===== src/rtl/r5pk_pkg.sv =====
// Shared types, constants and helper functions of the RGB565 to 1bpp framebuffer packer.
// No dependencies; every other file of the block imports this package.
package r5pk_pkg;

	// Panel limits and derived sizes.
	localparam int MAX_COLS    = 512;
	localparam int MAX_ROWS    = 512;
	localparam int COL_W       = $clog2(MAX_COLS);
	localparam int ROW_W       = $clog2(MAX_ROWS);
	localparam int CCNT_W      = $clog2(MAX_COLS + 1);
	localparam int RCNT_W      = $clog2(MAX_ROWS + 1);
	localparam int BPR_MAX     = (MAX_COLS + 7) / 8;
	localparam int BPR_W       = $clog2(BPR_MAX + 1);
	localparam int FRAME_BYTES = BPR_MAX * MAX_ROWS;
	localparam int ADDR_W      = $clog2(FRAME_BYTES);

	// Field widths fixed by the interface.
	localparam int CFG_W       = 10;
	localparam int CFG_IDX_W   = 1;
	localparam int CORNER_W    = 12;
	localparam int RES_ADDR_W  = 15;
	localparam int SPAN_W      = CORNER_W + 2;
	localparam int POS_W       = CORNER_W + 2;
	localparam int SUM_W       = 8;

	localparam int             THRESHOLD  = 62;
	localparam logic [7:0]     WHITE_BYTE = 8'hFF;
	localparam logic [7:0]     MSB_MASK   = 8'h80;
	localparam logic [CFG_W-1:0] PANEL_RESET = CFG_W'(512);

	localparam int FIFO_DEPTH  = 4;
	localparam int FIFO_PTR_W  = $clog2(FIFO_DEPTH);
	localparam int FIFO_CNT_W  = $clog2(FIFO_DEPTH + 1);

	typedef enum logic [CFG_IDX_W-1:0] {
		REG_PANEL_WIDTH  = 1'b0,
		REG_PANEL_HEIGHT = 1'b1
	} cfg_reg_t;

	typedef enum logic {
		REQ_BEGIN = 1'b0,
		REQ_PIXEL = 1'b1
	} req_kind_t;

	typedef struct packed {
		req_kind_t                   req_type;
		logic signed [CORNER_W-1:0]  area_x_start;
		logic signed [CORNER_W-1:0]  area_y_start;
		logic signed [CORNER_W-1:0]  area_x_end;
		logic signed [CORNER_W-1:0]  area_y_end;
		logic [4:0]                  pixel_red;
		logic [5:0]                  pixel_green;
		logic [4:0]                  pixel_blue;
	} req_t;

	typedef struct packed {
		logic                  write_valid;
		logic [RES_ADDR_W-1:0] byte_address;
		logic [7:0]            byte_value;
		logic                  area_done;
	} res_t;

	// One classified item on its way from the front end to the back end.
	typedef struct packed {
		logic             wr;
		logic             done;
		logic             white;
		logic [COL_W-1:0] fx;
		logic [ROW_W-1:0] fy;
	} cmd_t;

	function automatic logic [CCNT_W-1:0] eff_cols(input logic [CFG_W-1:0] p);
		if (int'(p) > MAX_COLS)
			return CCNT_W'(MAX_COLS);
		return CCNT_W'(p);
	endfunction

	function automatic logic [RCNT_W-1:0] eff_rows(input logic [CFG_W-1:0] p);
		if (int'(p) > MAX_ROWS)
			return RCNT_W'(MAX_ROWS);
		return RCNT_W'(p);
	endfunction

endpackage


===== src/rtl/r5pk_fifo.sv =====
// Small command queue between the front end and the back end of the packer.
// Depends on r5pk_pkg.
module r5pk_fifo (
	input  logic           clk,
	input  logic           arst_n,
	input  logic           push,
	input  r5pk_pkg::cmd_t push_data,
	output logic           full,
	input  logic           pop,
	output r5pk_pkg::cmd_t pop_data,
	output logic           empty
);
	import r5pk_pkg::*;

	cmd_t                  entry_q [FIFO_DEPTH];
	logic [FIFO_PTR_W-1:0] wr_ptr_q, rd_ptr_q;
	logic [FIFO_CNT_W-1:0] cnt_q;

	assign full     = (cnt_q == FIFO_CNT_W'(FIFO_DEPTH));
	assign empty    = (cnt_q == '0);
	assign pop_data = entry_q[rd_ptr_q];

	always_ff @(posedge clk) begin
		if (push)
			entry_q[wr_ptr_q] <= push_data;
	end

	always_ff @(posedge clk or negedge arst_n) begin
		if (!arst_n) begin
			wr_ptr_q <= '0;
			rd_ptr_q <= '0;
			cnt_q    <= '0;
		end else begin
			if (push)
				wr_ptr_q <= (wr_ptr_q == FIFO_PTR_W'(FIFO_DEPTH - 1)) ? '0 : wr_ptr_q + 1'b1;
			if (pop)
				rd_ptr_q <= (rd_ptr_q == FIFO_PTR_W'(FIFO_DEPTH - 1)) ? '0 : rd_ptr_q + 1'b1;
			if (push && !pop)
				cnt_q <= cnt_q + 1'b1;
			else if (pop && !push)
				cnt_q <= cnt_q - 1'b1;
		end
	end

endmodule


===== config.mk =====
export PLATFORM = sky130hd
export DESIGN_NAME = r5pk_fifo
export DESIGN_NICKNAME = d
export VERILOG_FILES = /design/src/rtl/r5pk_pkg.sv /design/src/rtl/r5pk_fifo.sv
export SDC_FILE = /design/constraint.sdc
export NUM_CORES = 1
export LEC_CHECK = 0
export BUFFER_PORTS_ARGS = -buffer_cell sky130_fd_sc_hd__buf_2
export CAP_MARGIN = 15
export CORE_UTILIZATION = 45
export CTS_CLUSTER_SIZE = 14
export DETAILED_ROUTE_END_ITERATION = 7
export SETUP_SLACK_MARGIN = 0.02
export SYNTH_ARGS = -nofsm -noshare
export SYNTH_HDL_FRONTEND = slang
export SYNTH_SLANG_ARGS = --single-unit

===== constraint.sdc =====
create_clock -name clk -period 4.6 [get_ports clk]
set_clock_uncertainty 0.05 [all_clocks]
set_input_delay 0 -clock clk [delete_from_list [all_inputs] [get_ports clk]]
set_output_delay 0 -clock clk [all_outputs]
set_load 0.02 [all_outputs]

==> out/qor.csv <==
stage,metric,value,unit
status,status,finished clean,
synth,ys_warn_count,0,
floorplanning,coreArea,7370,um2
global_route,grt_usage,14.98,%
timing,setup_tns,0,ns
timing,timing.fmax,437.4,MHz
drt,num_vias,1624,
cts,htree_levels,3,
cts,cts_resized,0,
power_and_ir_drop,p_sw_share,30.97,%
timing,rsz0062_at_grt,no,
place,io_buffer_count,47,
synth,netlist_instances,147,
final_layout,layout_commonest_cell,edfxtp_1,
synth,syn_area,3481,um2
power_and_ir_drop,power_frac_comb,30.7,%
setup_path,slowest_stage,dfrtp_1,
timing,relSlewSlack,25.48,%
floorplanning,die-height,89.95,um
cts,clock-sinks,91,
cts,clockBufferDepth,2,
drt,drcViolationCount,0,
power_and_ir_drop,power.density,571.2,nW/um2
global_route,grt_pass1_vias,1766,
setup_path,crit_chain,"buf_4, mux4_2, buf_2",
floorplanning,io_pins,48,
floorplanning,rows,31,
timing,drv_slew,0,
setup_path,critical_path_arrival,2.24,ns
worst_hold_path,hp-class,in2reg,
final_layout,layout.cells.non_filler,331,
power_and_ir_drop,seq_power_share,48.9,%
timing,finalHoldViolCount,0,
synth,synth_fp_nets,179,
synth,synth_seq_area_share,77.50,%
setup_path,cp-end-kind,output port,
setup_path,crit_buf_inv,2,
place,dp_cells,289,
cts,path_clk_slew,0.08,ns
setup_path,worstPathRequired,4.55,ns
cts,postCtsSetupBuffers,0,
cts,cts-root-buf,clkbuf_8,
global_route,grt_remaining_overflow,0,
place,place_congestion,0.5973,
cts,cts_tree,yes,
drt,wl_per_cell,16.66,um
global_route,antenna_found_initial,0,
timing,period_needed,2.286,ns
final_layout,most-common-layout-cells,"edfxtp_1, buf_2, dlygate4sd3_1",
final_layout,synthToLayoutAreaGrowth,22.07,%
final_layout,nNetsFinal,259,
synth,avgSynthCellArea,23.68,um2
timing,tightest_slew,1.118,ns
drt,viasPerCell,4.906,
final_layout,drive_gt1_share,36.21,%
cts,clkLatencyLatePin,0.33,ns
drt,dr.pass1.iters,4,
synth,yosys.cell_types.count,20,
timing,finalSetupViolCount,0,
floorplanning,die-area,8091,um2
cts,cts_hold_buf,25,
global_route,grt_pass1_wl,8.907,mm
final_layout,num_antenna_cells,0,
power_and_ir_drop,p_int,1.675,mW
setup_path,critPathMaxFanout,14,
place,dp_hpwl,3.408,mm
job,maxCapViolations,0,
power_and_ir_drop,p_clk_share,20.4,%
drt,routed_wl,5.515,mm
power_and_ir_drop,p_switching,0.7516,mW
power_and_ir_drop,power.leakage,1.525,nW
setup_path,cp-start-kind,flip-flop,
drt,ant_nets,0,
setup_path,max_stage_delay,0.81,ns
floorplanning,start_util,47.23,%
timing,period_share,49.70,%
synth,yosys_register_bits,91,
floorplanning,die_x,89.95,um
cts,cts_buffers,9,
power_and_ir_drop,ir_worst_vdd,0.3180,mV
global_route,grt_max_degree,24,
setup_path,crit_family,flip-flops,
drt,drtIter0Drc,51,
setup_path,critPathKind,reg2out,
==> cell type report <==
cell class / count / area (um2)
Multi-Input combinational cell: 46 / 703.2
Clock buffer: 11 / 131.4
Timing Repair Buffer: 74 / 520.5
Fill cell: 568 / 3120
Clock inverter: 5 / 53.80
Inverter: 5 / 18.77
Sequential cell: 91 / 2698
Tap cell: 99 / 123.9
==> routing by layer <==
layer  vias up  wire [um]  GRT usage [%]
met3         8        217          3.299
met5         -          0              0
met2        44       2882          25.77
li1        759          -              -
met1       813       2331          17.86
met4         0         84          7.527
==> Yosys cell counts, drive strengths merged <==
| library cell | count | area, um2 |
|---|---|---|
| nor3 | 1 | 5.000 |
| inv | 5 | 18.77 |
| nor2 | 2 | 7.510 |
| o21ai | 2 | 10.01 |
| dfrtp | 7 | 175.2 |
| nor3b | 1 | 7.510 |
| nand3 | 1 | 5.000 |
| xor2 | 2 | 17.52 |
| fa | 1 | 20.02 |
| xnor2 | 1 | 8.760 |
| ha | 6 | 75.07 |
| buf | 5 | 61.31 |
| and2 | 4 | 25.02 |
| mux2 | 3 | 33.78 |
| nand2 | 1 | 3.750 |
| mux4 | 21 | 484.2 |
| edfxtp | 84 | 2522 |
==> per-stage QoR <==
step / cell area (um2) / power (mW) / setup WS, ns / utilization, % / hold WS [ns]
3_3_place_gp: 3786 / 1.906 / 2.643 / 51.38 / -0.2131
3_5_place_dp: 3786 / 1.940 / 2.556 / 51.38 / -0.2024
4_1_cts: 4222 / 2.454 / 2.233 / 57.28 / 0.3453
5_1_grt: 4249 / 2.559 / 2.149 / 57.66 / 0.3551
2_1_floorplan: 3481 / 1.747 / 3.006 / - / -0.3456
6_report: 4249 / 2.427 / 2.314 / 57.66 / 0.3625
==> cells by family (layout without fill, tap and decap cells) <==
logic type | after synthesis | after routing | share of synthesized area [%]
AOI/OAI and AO/OA | 2 | 2 | 0.2876
muxes | 24 | 24 | 14.88
xor gates and xnor gates | 3 | 3 | 0.7550
buffers and inverters | 10 | 95 | 2.301
and+or+nand+nor | 10 | 10 | 1.545
DFF | 91 | 91 | 77.50
adders and majority gates | 7 | 7 | 2.732
==> power by group through the flow <==
| stage | Sequential [mW] | Clock [mW] | Combinational (mW) |
|---|---|---|---|
| 2_1_floorplan | 1.13 | 0 | 0.620 |
| 3_3_place_gp | 1.20 | 0 | 0.709 |
| 3_5_place_dp | 1.21 | 0 | 0.727 |
| 4_1_cts | 1.19 | 0.515 | 0.746 |
| 5_1_grt | 1.21 | 0.547 | 0.804 |
| 6_report | 1.19 | 0.496 | 0.745 |
==> worst paths after layout <==
check	cells after the start	from	end	slack [ns]
hold / removal	2	push_data[3]	entry_q[3][3]	0.36
setup / recovery	3	rd_ptr_q[0]	pop_data[5]	2.31
max in group asynchronous	3	arst_n	rd_ptr_q[1]	3.67
hold reg to reg	1	cnt_q[2]	cnt_q[2]	0.48
setup reg to reg	3	wr_ptr_q[1]	entry_q[1][1]	2.63
min in group asynchronous	3	arst_n	wr_ptr_q[1]	0.58
==> sequential cells by signal, indices dropped and copies added, names as in the netlist <==
| register | count |
|---|---|
| entry_q | 84 |
| rd_ptr_q | 2 |
| cnt_q | 3 |
| wr_ptr_q | 2 |
(Power assumes the default switching activity.)
