--- src/rtl/r5pk_pkg.sv ---
// Shared types, constants and helper functions of the RGB565 to 1bpp framebuffer packer.
// No dependencies; every other file of the block imports this package.
package r5pk_pkg;

	// Panel limits and derived sizes.
	localparam int MAX_COLS    = 512;
	localparam int MAX_ROWS    = 512;
	localparam int COL_W       = $clog2(MAX_COLS);
	localparam int ROW_W       = $clog2(MAX_ROWS);
	localparam int CCNT_W      = $clog2(MAX_COLS + 1);
	localparam int RCNT_W      = $clog2(MAX_ROWS + 1);
	localparam int BPR_MAX     = (MAX_COLS + 7) / 8;
	localparam int BPR_W       = $clog2(BPR_MAX + 1);
	localparam int FRAME_BYTES = BPR_MAX * MAX_ROWS;
	localparam int ADDR_W      = $clog2(FRAME_BYTES);

	// Field widths fixed by the interface.
	localparam int CFG_W       = 10;
	localparam int CFG_IDX_W   = 1;
	localparam int CORNER_W    = 12;
	localparam int RES_ADDR_W  = 15;
	localparam int SPAN_W      = CORNER_W + 2;
	localparam int POS_W       = CORNER_W + 2;
	localparam int SUM_W       = 8;

	localparam int             THRESHOLD  = 62;
	localparam logic [7:0]     WHITE_BYTE = 8'hFF;
	localparam logic [7:0]     MSB_MASK   = 8'h80;
	localparam logic [CFG_W-1:0] PANEL_RESET = CFG_W'(512);

	localparam int FIFO_DEPTH  = 4;
	localparam int FIFO_PTR_W  = $clog2(FIFO_DEPTH);
	localparam int FIFO_CNT_W  = $clog2(FIFO_DEPTH + 1);

	typedef enum logic [CFG_IDX_W-1:0] {
		REG_PANEL_WIDTH  = 1'b0,
		REG_PANEL_HEIGHT = 1'b1
	} cfg_reg_t;

	typedef enum logic {
		REQ_BEGIN = 1'b0,
		REQ_PIXEL = 1'b1
	} req_kind_t;

	typedef struct packed {
		req_kind_t                   req_type;
		logic signed [CORNER_W-1:0]  area_x_start;
		logic signed [CORNER_W-1:0]  area_y_start;
		logic signed [CORNER_W-1:0]  area_x_end;
		logic signed [CORNER_W-1:0]  area_y_end;
		logic [4:0]                  pixel_red;
		logic [5:0]                  pixel_green;
		logic [4:0]                  pixel_blue;
	} req_t;

	typedef struct packed {
		logic                  write_valid;
		logic [RES_ADDR_W-1:0] byte_address;
		logic [7:0]            byte_value;
		logic                  area_done;
	} res_t;

	// One classified item on its way from the front end to the back end.
	typedef struct packed {
		logic             wr;
		logic             done;
		logic             white;
		logic [COL_W-1:0] fx;
		logic [ROW_W-1:0] fy;
	} cmd_t;

	function automatic logic [CCNT_W-1:0] eff_cols(input logic [CFG_W-1:0] p);
		if (int'(p) > MAX_COLS)
			return CCNT_W'(MAX_COLS);
		return CCNT_W'(p);
	endfunction

	function automatic logic [RCNT_W-1:0] eff_rows(input logic [CFG_W-1:0] p);
		if (int'(p) > MAX_ROWS)
			return RCNT_W'(MAX_ROWS);
		return RCNT_W'(p);
	endfunction

endpackage

--- src/rtl/r5pk_front.sv ---
// Front end of the packer: accepts requests, clips areas, walks the area and
// classifies each pixel. Depends on r5pk_pkg.
module r5pk_front (
	input  logic                         clk,
	input  logic                         arst_n,
	input  logic                         req_valid,
	output logic                         req_ready,
	input  r5pk_pkg::req_t               req,
	input  logic [r5pk_pkg::CCNT_W-1:0]  eff_w,
	input  logic [r5pk_pkg::RCNT_W-1:0]  eff_h,
	input  logic                         clear_busy,
	input  logic                         fifo_full,
	output logic                         push,
	output r5pk_pkg::cmd_t               cmd
);
	import r5pk_pkg::*;

	logic signed [CORNER_W-1:0] origin_x_q, origin_y_q;
	logic [CCNT_W-1:0] cw_q, col_q, col_inc;
	logic [RCNT_W-1:0] ch_q, row_q, row_inc;

	logic signed [SPAN_W-1:0] x_hi, y_hi, x_lim, y_lim, x_end, y_end, x_beg, y_beg;
	logic signed [SPAN_W-1:0] x_span, y_span;
	logic [CCNT_W-1:0] span_x;
	logic [RCNT_W-1:0] span_y;
	logic empty_area;

	logic signed [POS_W-1:0] fx, fy, fx_lim, fy_lim;
	logic on_panel, active, wrap;
	logic [SUM_W-1:0] sum;

	assign req_ready = !fifo_full && !clear_busy;
	assign push      = req_valid && req_ready;

	// Clip the new area against the panel.
	always_comb begin
		x_hi   = SPAN_W'(req.area_x_end) + SPAN_W'(1);
		y_hi   = SPAN_W'(req.area_y_end) + SPAN_W'(1);
		x_lim  = SPAN_W'(signed'({1'b0, eff_w}));
		y_lim  = SPAN_W'(signed'({1'b0, eff_h}));
		x_end  = (x_hi < x_lim) ? x_hi : x_lim;
		y_end  = (y_hi < y_lim) ? y_hi : y_lim;
		x_beg  = (req.area_x_start > 0) ? SPAN_W'(req.area_x_start) : '0;
		y_beg  = (req.area_y_start > 0) ? SPAN_W'(req.area_y_start) : '0;
		x_span = x_end - x_beg;
		y_span = y_end - y_beg;
		span_x = (x_span > 0) ? x_span[CCNT_W-1:0] : '0;
		span_y = (y_span > 0) ? y_span[RCNT_W-1:0] : '0;
		empty_area = (span_x == '0) || (span_y == '0);
	end

	// Locate and classify the current pixel.
	always_comb begin
		fx       = POS_W'(origin_x_q) + POS_W'(signed'({1'b0, col_q}));
		fy       = POS_W'(origin_y_q) + POS_W'(signed'({1'b0, row_q}));
		fx_lim   = POS_W'(signed'({1'b0, eff_w}));
		fy_lim   = POS_W'(signed'({1'b0, eff_h}));
		on_panel = (fx >= 0) && (fx < fx_lim) && (fy >= 0) && (fy < fy_lim);
		active   = (row_q < ch_q) && (col_q < cw_q);
		col_inc  = col_q + 1'b1;
		row_inc  = row_q + 1'b1;
		wrap     = (col_inc >= cw_q);
		sum      = SUM_W'(req.pixel_red) + SUM_W'(req.pixel_green) + SUM_W'(req.pixel_blue);
	end

	always_comb begin
		cmd = '0;
		if (req.req_type == REQ_BEGIN) begin
			cmd.done = empty_area;
		end else if (active) begin
			cmd.wr    = on_panel;
			cmd.white = (sum > SUM_W'(THRESHOLD));
			cmd.fx    = fx[COL_W-1:0];
			cmd.fy    = fy[ROW_W-1:0];
			cmd.done  = ((wrap ? row_inc : row_q) >= ch_q);
		end
	end

	always_ff @(posedge clk or negedge arst_n) begin
		if (!arst_n) begin
			origin_x_q <= '0;
			origin_y_q <= '0;
			cw_q       <= '0;
			ch_q       <= '0;
			col_q      <= '0;
			row_q      <= '0;
		end else if (push) begin
			if (req.req_type == REQ_BEGIN) begin
				origin_x_q <= req.area_x_start;
				origin_y_q <= req.area_y_start;
				col_q      <= '0;
				row_q      <= '0;
				cw_q       <= empty_area ? '0 : span_x;
				ch_q       <= empty_area ? '0 : span_y;
			end else if (active) begin
				if (wrap) begin
					col_q <= '0;
					row_q <= row_inc;
				end else begin
					col_q <= col_inc;
				end
			end
		end
	end

endmodule

--- config.mk ---
export PLATFORM = sky130hd
export DESIGN_NAME = r5pk_front
export DESIGN_NICKNAME = d
export VERILOG_FILES = /design/src/rtl/r5pk_pkg.sv /design/src/rtl/r5pk_front.sv
export SDC_FILE = /design/constraint.sdc
export NUM_CORES = 1
export LEC_CHECK = 0
export ABC_AREA = 1
export CAP_MARGIN = 20
export CORE_ASPECT_RATIO = 1.1
export CORE_UTILIZATION = 45
export DETAILED_ROUTE_END_ITERATION = 10
export DONT_BUFFER_PORTS = 1
export PLACE_DENSITY_LB_ADDON = 0.05
export SYNTH_ARGS = -nofsm -noshare
export SYNTH_HDL_FRONTEND = slang
export SYNTH_SLANG_ARGS = --single-unit
--- constraint.sdc ---
create_clock -name clk -period 7.3 [get_ports clk]
set_input_delay 0.73 -clock clk [delete_from_list [all_inputs] [get_ports clk]]
set_output_delay 0.73 -clock clk [all_outputs]
set_load 0.01 [all_outputs]
==> results.py, run 1 <==
metrics = {
    "detailed_routing": {
        "routedWlPerCell_um": 14.5,
        "drt_pass1_iterations": 4,
        "vias": 7931,
        "drc_errors": 0,
        "dr.first_iter.drc_count": 303,
        "wl_mm": 22.4,
        "ant_nets": 0,
        "viasPerCell": 5.13,
    },
    "timing": {
        "fmax_mhz": 157,
        "grt_setup_unrepaired": "false",
        "finalMaxSlewViolations": 0,
        "relSlewSlack_pct": 42.7,
        "fin_crit_sh_pct": 87.4,
        "holdWs_ns": 0.0837,
        "tns_ns": 0,
        "tightestPinTransition_ns": 0.858,
        "worst_slack_ns": 0.917,
        "hold_violations": 0,
        "setup_viol": 0,
        "period_needed_ns": 6.38,
        "worst_clock_skew_ns": 0.00464,
    },
    "worst_hold_path": {
        "hold_path_class": "primary input to asynchronous set/reset pin",
    },
    "synthesis": {
        "synth-seq-cells": 64,
        "ys_warn_count": 0,
        "syn_inst": 1300,
        "netlist_top_cells_count": "nand2_1, inv_1, ha_1",
        "async_flop_share_pct": 100,
        "synth_cell_types": 45,
        "syn_area_per_cell_um2": 6.58,
        "synth.most_common_cell": "nand2_1",
        "yosysTopAreaCellShare_pct": 19.5,
        "synth_seq_area_share_pct": 18.7,
        "post-synth-top-area-cell": "ha_1",
        "syn_area_mm2": 0.00856,
        "synth_edf_count": 0,
        "ys.flop_type": "dfrtp_1",
        "synth.area.top_cells": "ha_1, dfrtp_1, nand2_1, inv_1, nand3_1",
    },
    "cts": {
        "cts_root_buf": "clkbuf_16",
        "clock-sinks": 64,
        "clk_pin_slew_ns": 0.06,
        "h-tree-depth": 3,
        "cts_tree": "yes",
        "ctsLongestPathBuffers": 2,
        "cts_resized": 0,
        "hold_buffers": 0,
        "clk_latency_ns": 0.34,
        "cts_made_buffers": 9,
        "cts_setup_buffers": 0,
    },
    "setup_path": {
        "cp.required_ns": 6.57,
        "critPathLaunchType": "primary input",
        "crit_type": "primary input to primary output",
        "worstPathArrival_ns": 5.65,
        "cp_top_family": "simple AND/OR/NAND/NOR gates",
        "ff2ff_path_depth": 16,
        "r2r_slack_ns": 3.70,
        "critPathCaptureType": "primary output",
        "path_max_fanout": 20,
        "cpPeakStageDelay_ns": 0.41,
        "r2r-start": "col_q[0]",
        "path_buf_inv": 2,
        "crit_slowest_cell": "fa_1",
        "timing.rr.end": "row_q[9]",
        "crit_path_frequent_cell": "nand2_1",
    },
    "grt": {
        "overflow": 0,
        "grt_start_max_net_pins": 65,
        "grtUsageTotal_pct": 23.7,
        "grt_pass1_vias": 7696,
        "grt_pass1_wl_mm": 36.8,
        "antenna_found_initial": 0,
    },
    "placed_design": {
        "dp_hpwl_mm": 18.6,
        "place_ws_ns": 0.890,
        "place_congestion": 0.875,
        "io_buffers": 0,
    },
    "status": {
        "outcome": "completed",
    },
    "power": {
        "ir_worst_vdd_mv": 0.115,
        "power.leakage_nw": 5.05,
        "power_density_mw_per_mm2": 207,
    },
    "final_layout": {
        "n_antenna_cell": 0,
        "area_delta_synth_final_pct": 6.64,
        "final_core_util_pct": 49.4,
        "final.fill_count": 1971,
        "final-seq-area_mm2": 0.00160,
        "multi_input_area_mm2": 0.00608,
        "nets": 1530,
        "final_layout_size_suffix_gt1_share_pct": 3.99,
    },
    "floorplan": {
        "fp.dieH_um": 147,
        "die_w_um": 133,
        "core-area_mm2": 0.0185,
        "pin_count": 113,
        "start_util_pct": 46.3,
        "row_count": 52,
        "dieArea_mm2": 0.0196,
    },
    "run": {
        "cap_violations": 0,
    },
}
power breakdown:
| group | switching (mW) | total (mW) | internal [mW] |
|---|---|---|---|
| Sequential | 0.0506 | 0.473 | 0.422 |
| Combinational | 0.609 | 0.942 | 0.333 |
| Clock | 0.166 | 0.473 | 0.308 |
cells by family after synthesis:
kind of cell,count (synthesis),synth area share [%]
AO/OA/AOI/OAI,192,13.2
adder cells (fa/ha/maj),143,21.8
AND/OR/NAND/NOR,620,30.9
buffers and inverters,233,10.4
other,1,0.0438
XOR/XNOR,47,4.99
flip-flops,64,18.7
cell type report:
cell class,instances,share of cell area (%)
multi-input cells,1006,66.6
inverters,215,8.85
flip-flops and latches,64,17.6
repair buffers,1,0.0823
clock inverters,5,0.878
clock buffers,11,2.66
well taps,243,3.33
registers in the layout, indices dropped and copies added, names as in the netlist:
signal      cells
ch_q           10
cw_q           10
origin_x_q     12
origin_y_q     12
row_q          10
col_q          10
per-layer routing:
layer	part of all wire [%]	vias up	global-route usage (%)
met1	46	3533	28.4
li1	-	4237	-
met3	3.7	18	4.10
met2	49	143	43.6
met5	0	-	0
met4	1.2	0	4.94
through the flow:
step                      cells  instance area (um^2)  power, mW
after floorplan            1303                  8570       1.21
after global placement     1529                  8800       1.41
after detailed placement   1529                  8800       1.42
after CTS                  1545                  9120       1.91
after global routing       1545                  9120       2.08
final                      1545                  9120       1.89
cell usage in the layout (no fill, tap or decap), drive strengths merged, types with 6 or more instances in the layout:
cell type / n
xor2: 34
o21ai: 63
o21bai: 7
inv: 213
nand4: 25
nor3: 17
fa: 10
o211ai: 16
nand3: 92
o22ai: 7
nor2: 116
nand2: 356
xnor2: 13
dfrtp: 64
clkbuf: 11
ha: 133
a22o: 6
a21oi: 73
worst max-delay path by stage:
stage | from | endpoint | slack, ns | cells after the start
after floorplan | req[16] | cmd[19] | 1.50 | 33
after global placement | req[16] | cmd[19] | 0.98 | 31
after detailed placement | req[16] | cmd[19] | 0.89 | 31
after CTS | req[16] | cmd[19] | 0.87 | 31
after global routing | req[16] | cmd[19] | 0.21 | 31
final | req[16] | cmd[19] | 0.92 | 31
(Power assumes the default switching activity.)
==> inputs of run 2 (changes only) <==
--- a/config.mk
+++ b/config.mk
@@ -6,11 +6,13 @@
 export NUM_CORES = 1
 export LEC_CHECK = 0
 export ABC_AREA = 1
+export BUFFER_PORTS_ARGS = -buffer_cell sky130_fd_sc_hd__buf_2
 export CAP_MARGIN = 20
 export CORE_ASPECT_RATIO = 1.1
+export CORE_MARGIN = 10
 export CORE_UTILIZATION = 45
+export CTS_BUF_LIST = sky130_fd_sc_hd__clkbuf_2
 export DETAILED_ROUTE_END_ITERATION = 10
-export DONT_BUFFER_PORTS = 1
 export PLACE_DENSITY_LB_ADDON = 0.05
 export SYNTH_ARGS = -nofsm -noshare
 export SYNTH_HDL_FRONTEND = slang
==> run 2 against run 1 <==
  * Combinational power rose by 7%
  * Wire length rose by 5.5%
  * Final cell count rose by 7.2%
  * Sequential cell count did not move
  * Power fell by 8.3%
  * Clock power fell by 47%
  * Worst setup slack got worse by 0.20 ns
  * Via count rose by 4.9%
  * Core utilization rose by 1.9 points
  * Highest routed layer unchanged
==> results.py, run 2 (synthesis gave the netlist of run 1 again) <==
metrics = {
    "final_layout": {
        "layout_common_cells": "nand2_1, inv_1, ha_1, buf_2, nor2_1",
        "stdcell_area_mm2": 0.00950,
        "final_common_cell": "nand2_1",
        "nets": 1643,
        "reg_top3": "origin_x_q: 12 flops, origin_y_q: 12 flops",
        "n_antenna_cell": 0,
        "final_layout_size_suffix_gt1_share_pct": 11.6,
        "area_delta_synth_final_pct": 11.1,
        "final_core_util_pct": 51.2,
    },
    "cts": {
        "cts_tree": "yes",
        "clk_pin_slew_ns": 0.20,
        "clk_latency_ns": 0.54,
        "cts_root_buf": "clkbuf_2",
        "hold_buffers": 0,
        "ctsLongestPathBuffers": 2,
        "clock-sinks": 64,
        "h-tree-depth": 3,
        "cts_made_buffers": 9,
    },
    "setup_path": {
        "crit_type": "primary input to primary output",
        "r2r_slack_ns": 3.71,
        "critPathCaptureType": "primary output",
        "cpPeakStageDelay_ns": 0.42,
        "cp.required_ns": 6.57,
        "critPathLaunchType": "primary input",
        "crit_slowest_cell": "ha_1",
        "path_max_fanout": 20,
        "crit_path_frequent_cell": "nand2_1",
        "worstPathArrival_ns": 5.85,
    },
    "power": {
        "power_density_mw_per_mm2": 182,
        "power.leakage_nw": 5.44,
        "ir_worst_vdd_mv": 0.104,
    },
    "placed_design": {
        "place_congestion": 0.855,
        "dp_hpwl_mm": 19.7,
        "io_buffers": 112,
        "postPlaceCellArea_mm2": 0.00937,
    },
    "detailed_routing": {
        "viasPerCell": 5.02,
        "wl_mm": 23.6,
        "drc_errors": 0,
        "routedWlPerCell_um": 14.2,
        "drt_pass1_iterations": 5,
        "vias": 8321,
        "ant_nets": 0,
        "dr.first_iter.drc_count": 429,
    },
    "floorplan": {
        "pin_count": 113,
        "start_util_pct": 46.1,
        "fp.dieH_um": 165,
        "core-area_mm2": 0.0185,
        "row_count": 52,
        "die_w_um": 151,
        "dieArea_mm2": 0.0249,
    },
    "timing": {
        "finalMaxSlewViolations": 0,
        "fmax_mhz": 152,
        "hold_violations": 0,
        "period_needed_ns": 6.58,
        "worst_clock_skew_ns": 0.0171,
        "tns_ns": 0,
        "tightestPinTransition_ns": 0.872,
        "holdWs_ns": 0.325,
        "grt_setup_unrepaired": "false",
        "relSlewSlack_pct": 41.9,
        "setup_viol": 0,
        "fin_crit_sh_pct": 90.1,
    },
    "grt": {
        "grtUsageTotal_pct": 19.0,
        "grt_pass1_wl_mm": 38.8,
        "overflow": 0,
        "grt_start_max_net_pins": 65,
        "antenna_found_initial": 0,
        "grt_pass1_vias": 8122,
    },
    "run": {
        "cap_violations": 0,
    },
    "status": {
        "outcome": "completed",
    },
    "worst_hold_path": {
        "hold_path_class": "primary input to asynchronous set/reset pin",
    },
}
run 2: cell count changes in the layout (fill, tap and decap cells not counted), sizes merged:
cell,before,now
buf,1,114
clkinv,3,5
clkbuf,11,10
clkinvlp,2,1
inv,213,212
run 2: path summary, 6_finish.rpt:
check                              start            end  cells after the start
setup reg to reg                col_q[0]       row_q[9]                     16
max in group asynchronous         arst_n  origin_y_q[9]                      2
setup / recovery                 req[16]        cmd[19]                     32
hold / removal                    arst_n  origin_x_q[0]                      2
hold reg to reg            origin_y_q[2]  origin_y_q[2]                      2
min in group clk                 req[58]  origin_x_q[6]                      3
run 2: repair_timing:
item                       4_1_cts  5_1_grt
hold endpoints to repair         0        0
setup endpoints to repair        0        1
gates resized for setup          0        2
buffers inserted                 0        0
run 2: critical path: cells and delay by family:
kind,cells,cell delay (ns)
fa+ha+maj,5,1.46
buf+inv,4,0.58
compound gates,5,0.77
xor+xnor,2,0.43
simple gates,16,1.88
run 2: per-stage QoR:
stage	worst slack [ns]	total power, mW	std cells
floorplan	1.50	1.21	1303
global placement	0.769	1.48	1642
detailed placement	0.665	1.49	1642
CTS	0.655	1.74	1657
global route	0.0314	1.93	1657
finish	0.721	1.73	1657
run 2: metal layers:
layer | wire length [um] | track usage [%]
met5 | 0 | 0
met4 | 310 | 4.03
met2 | 11300 | 33.3
met3 | 1060 | 3.18
met1 | 10900 | 23.7
run 2: power by group:
group | internal, mW | switching, mW
combinational | 0.373 | 0.641
sequential | 0.421 | 0.0484
clock | 0.110 | 0.139
total | 0.904 | 0.828
run 2: cell type report:
type,count,area (um^2)
repair buffers,114,576
multi-input cells,1006,6090
inverters,215,811
well taps,243,304
clock buffers,10,50.0
flip-flops and latches,64,1600
fillers,1994,9040
clock inverters,5,72.6
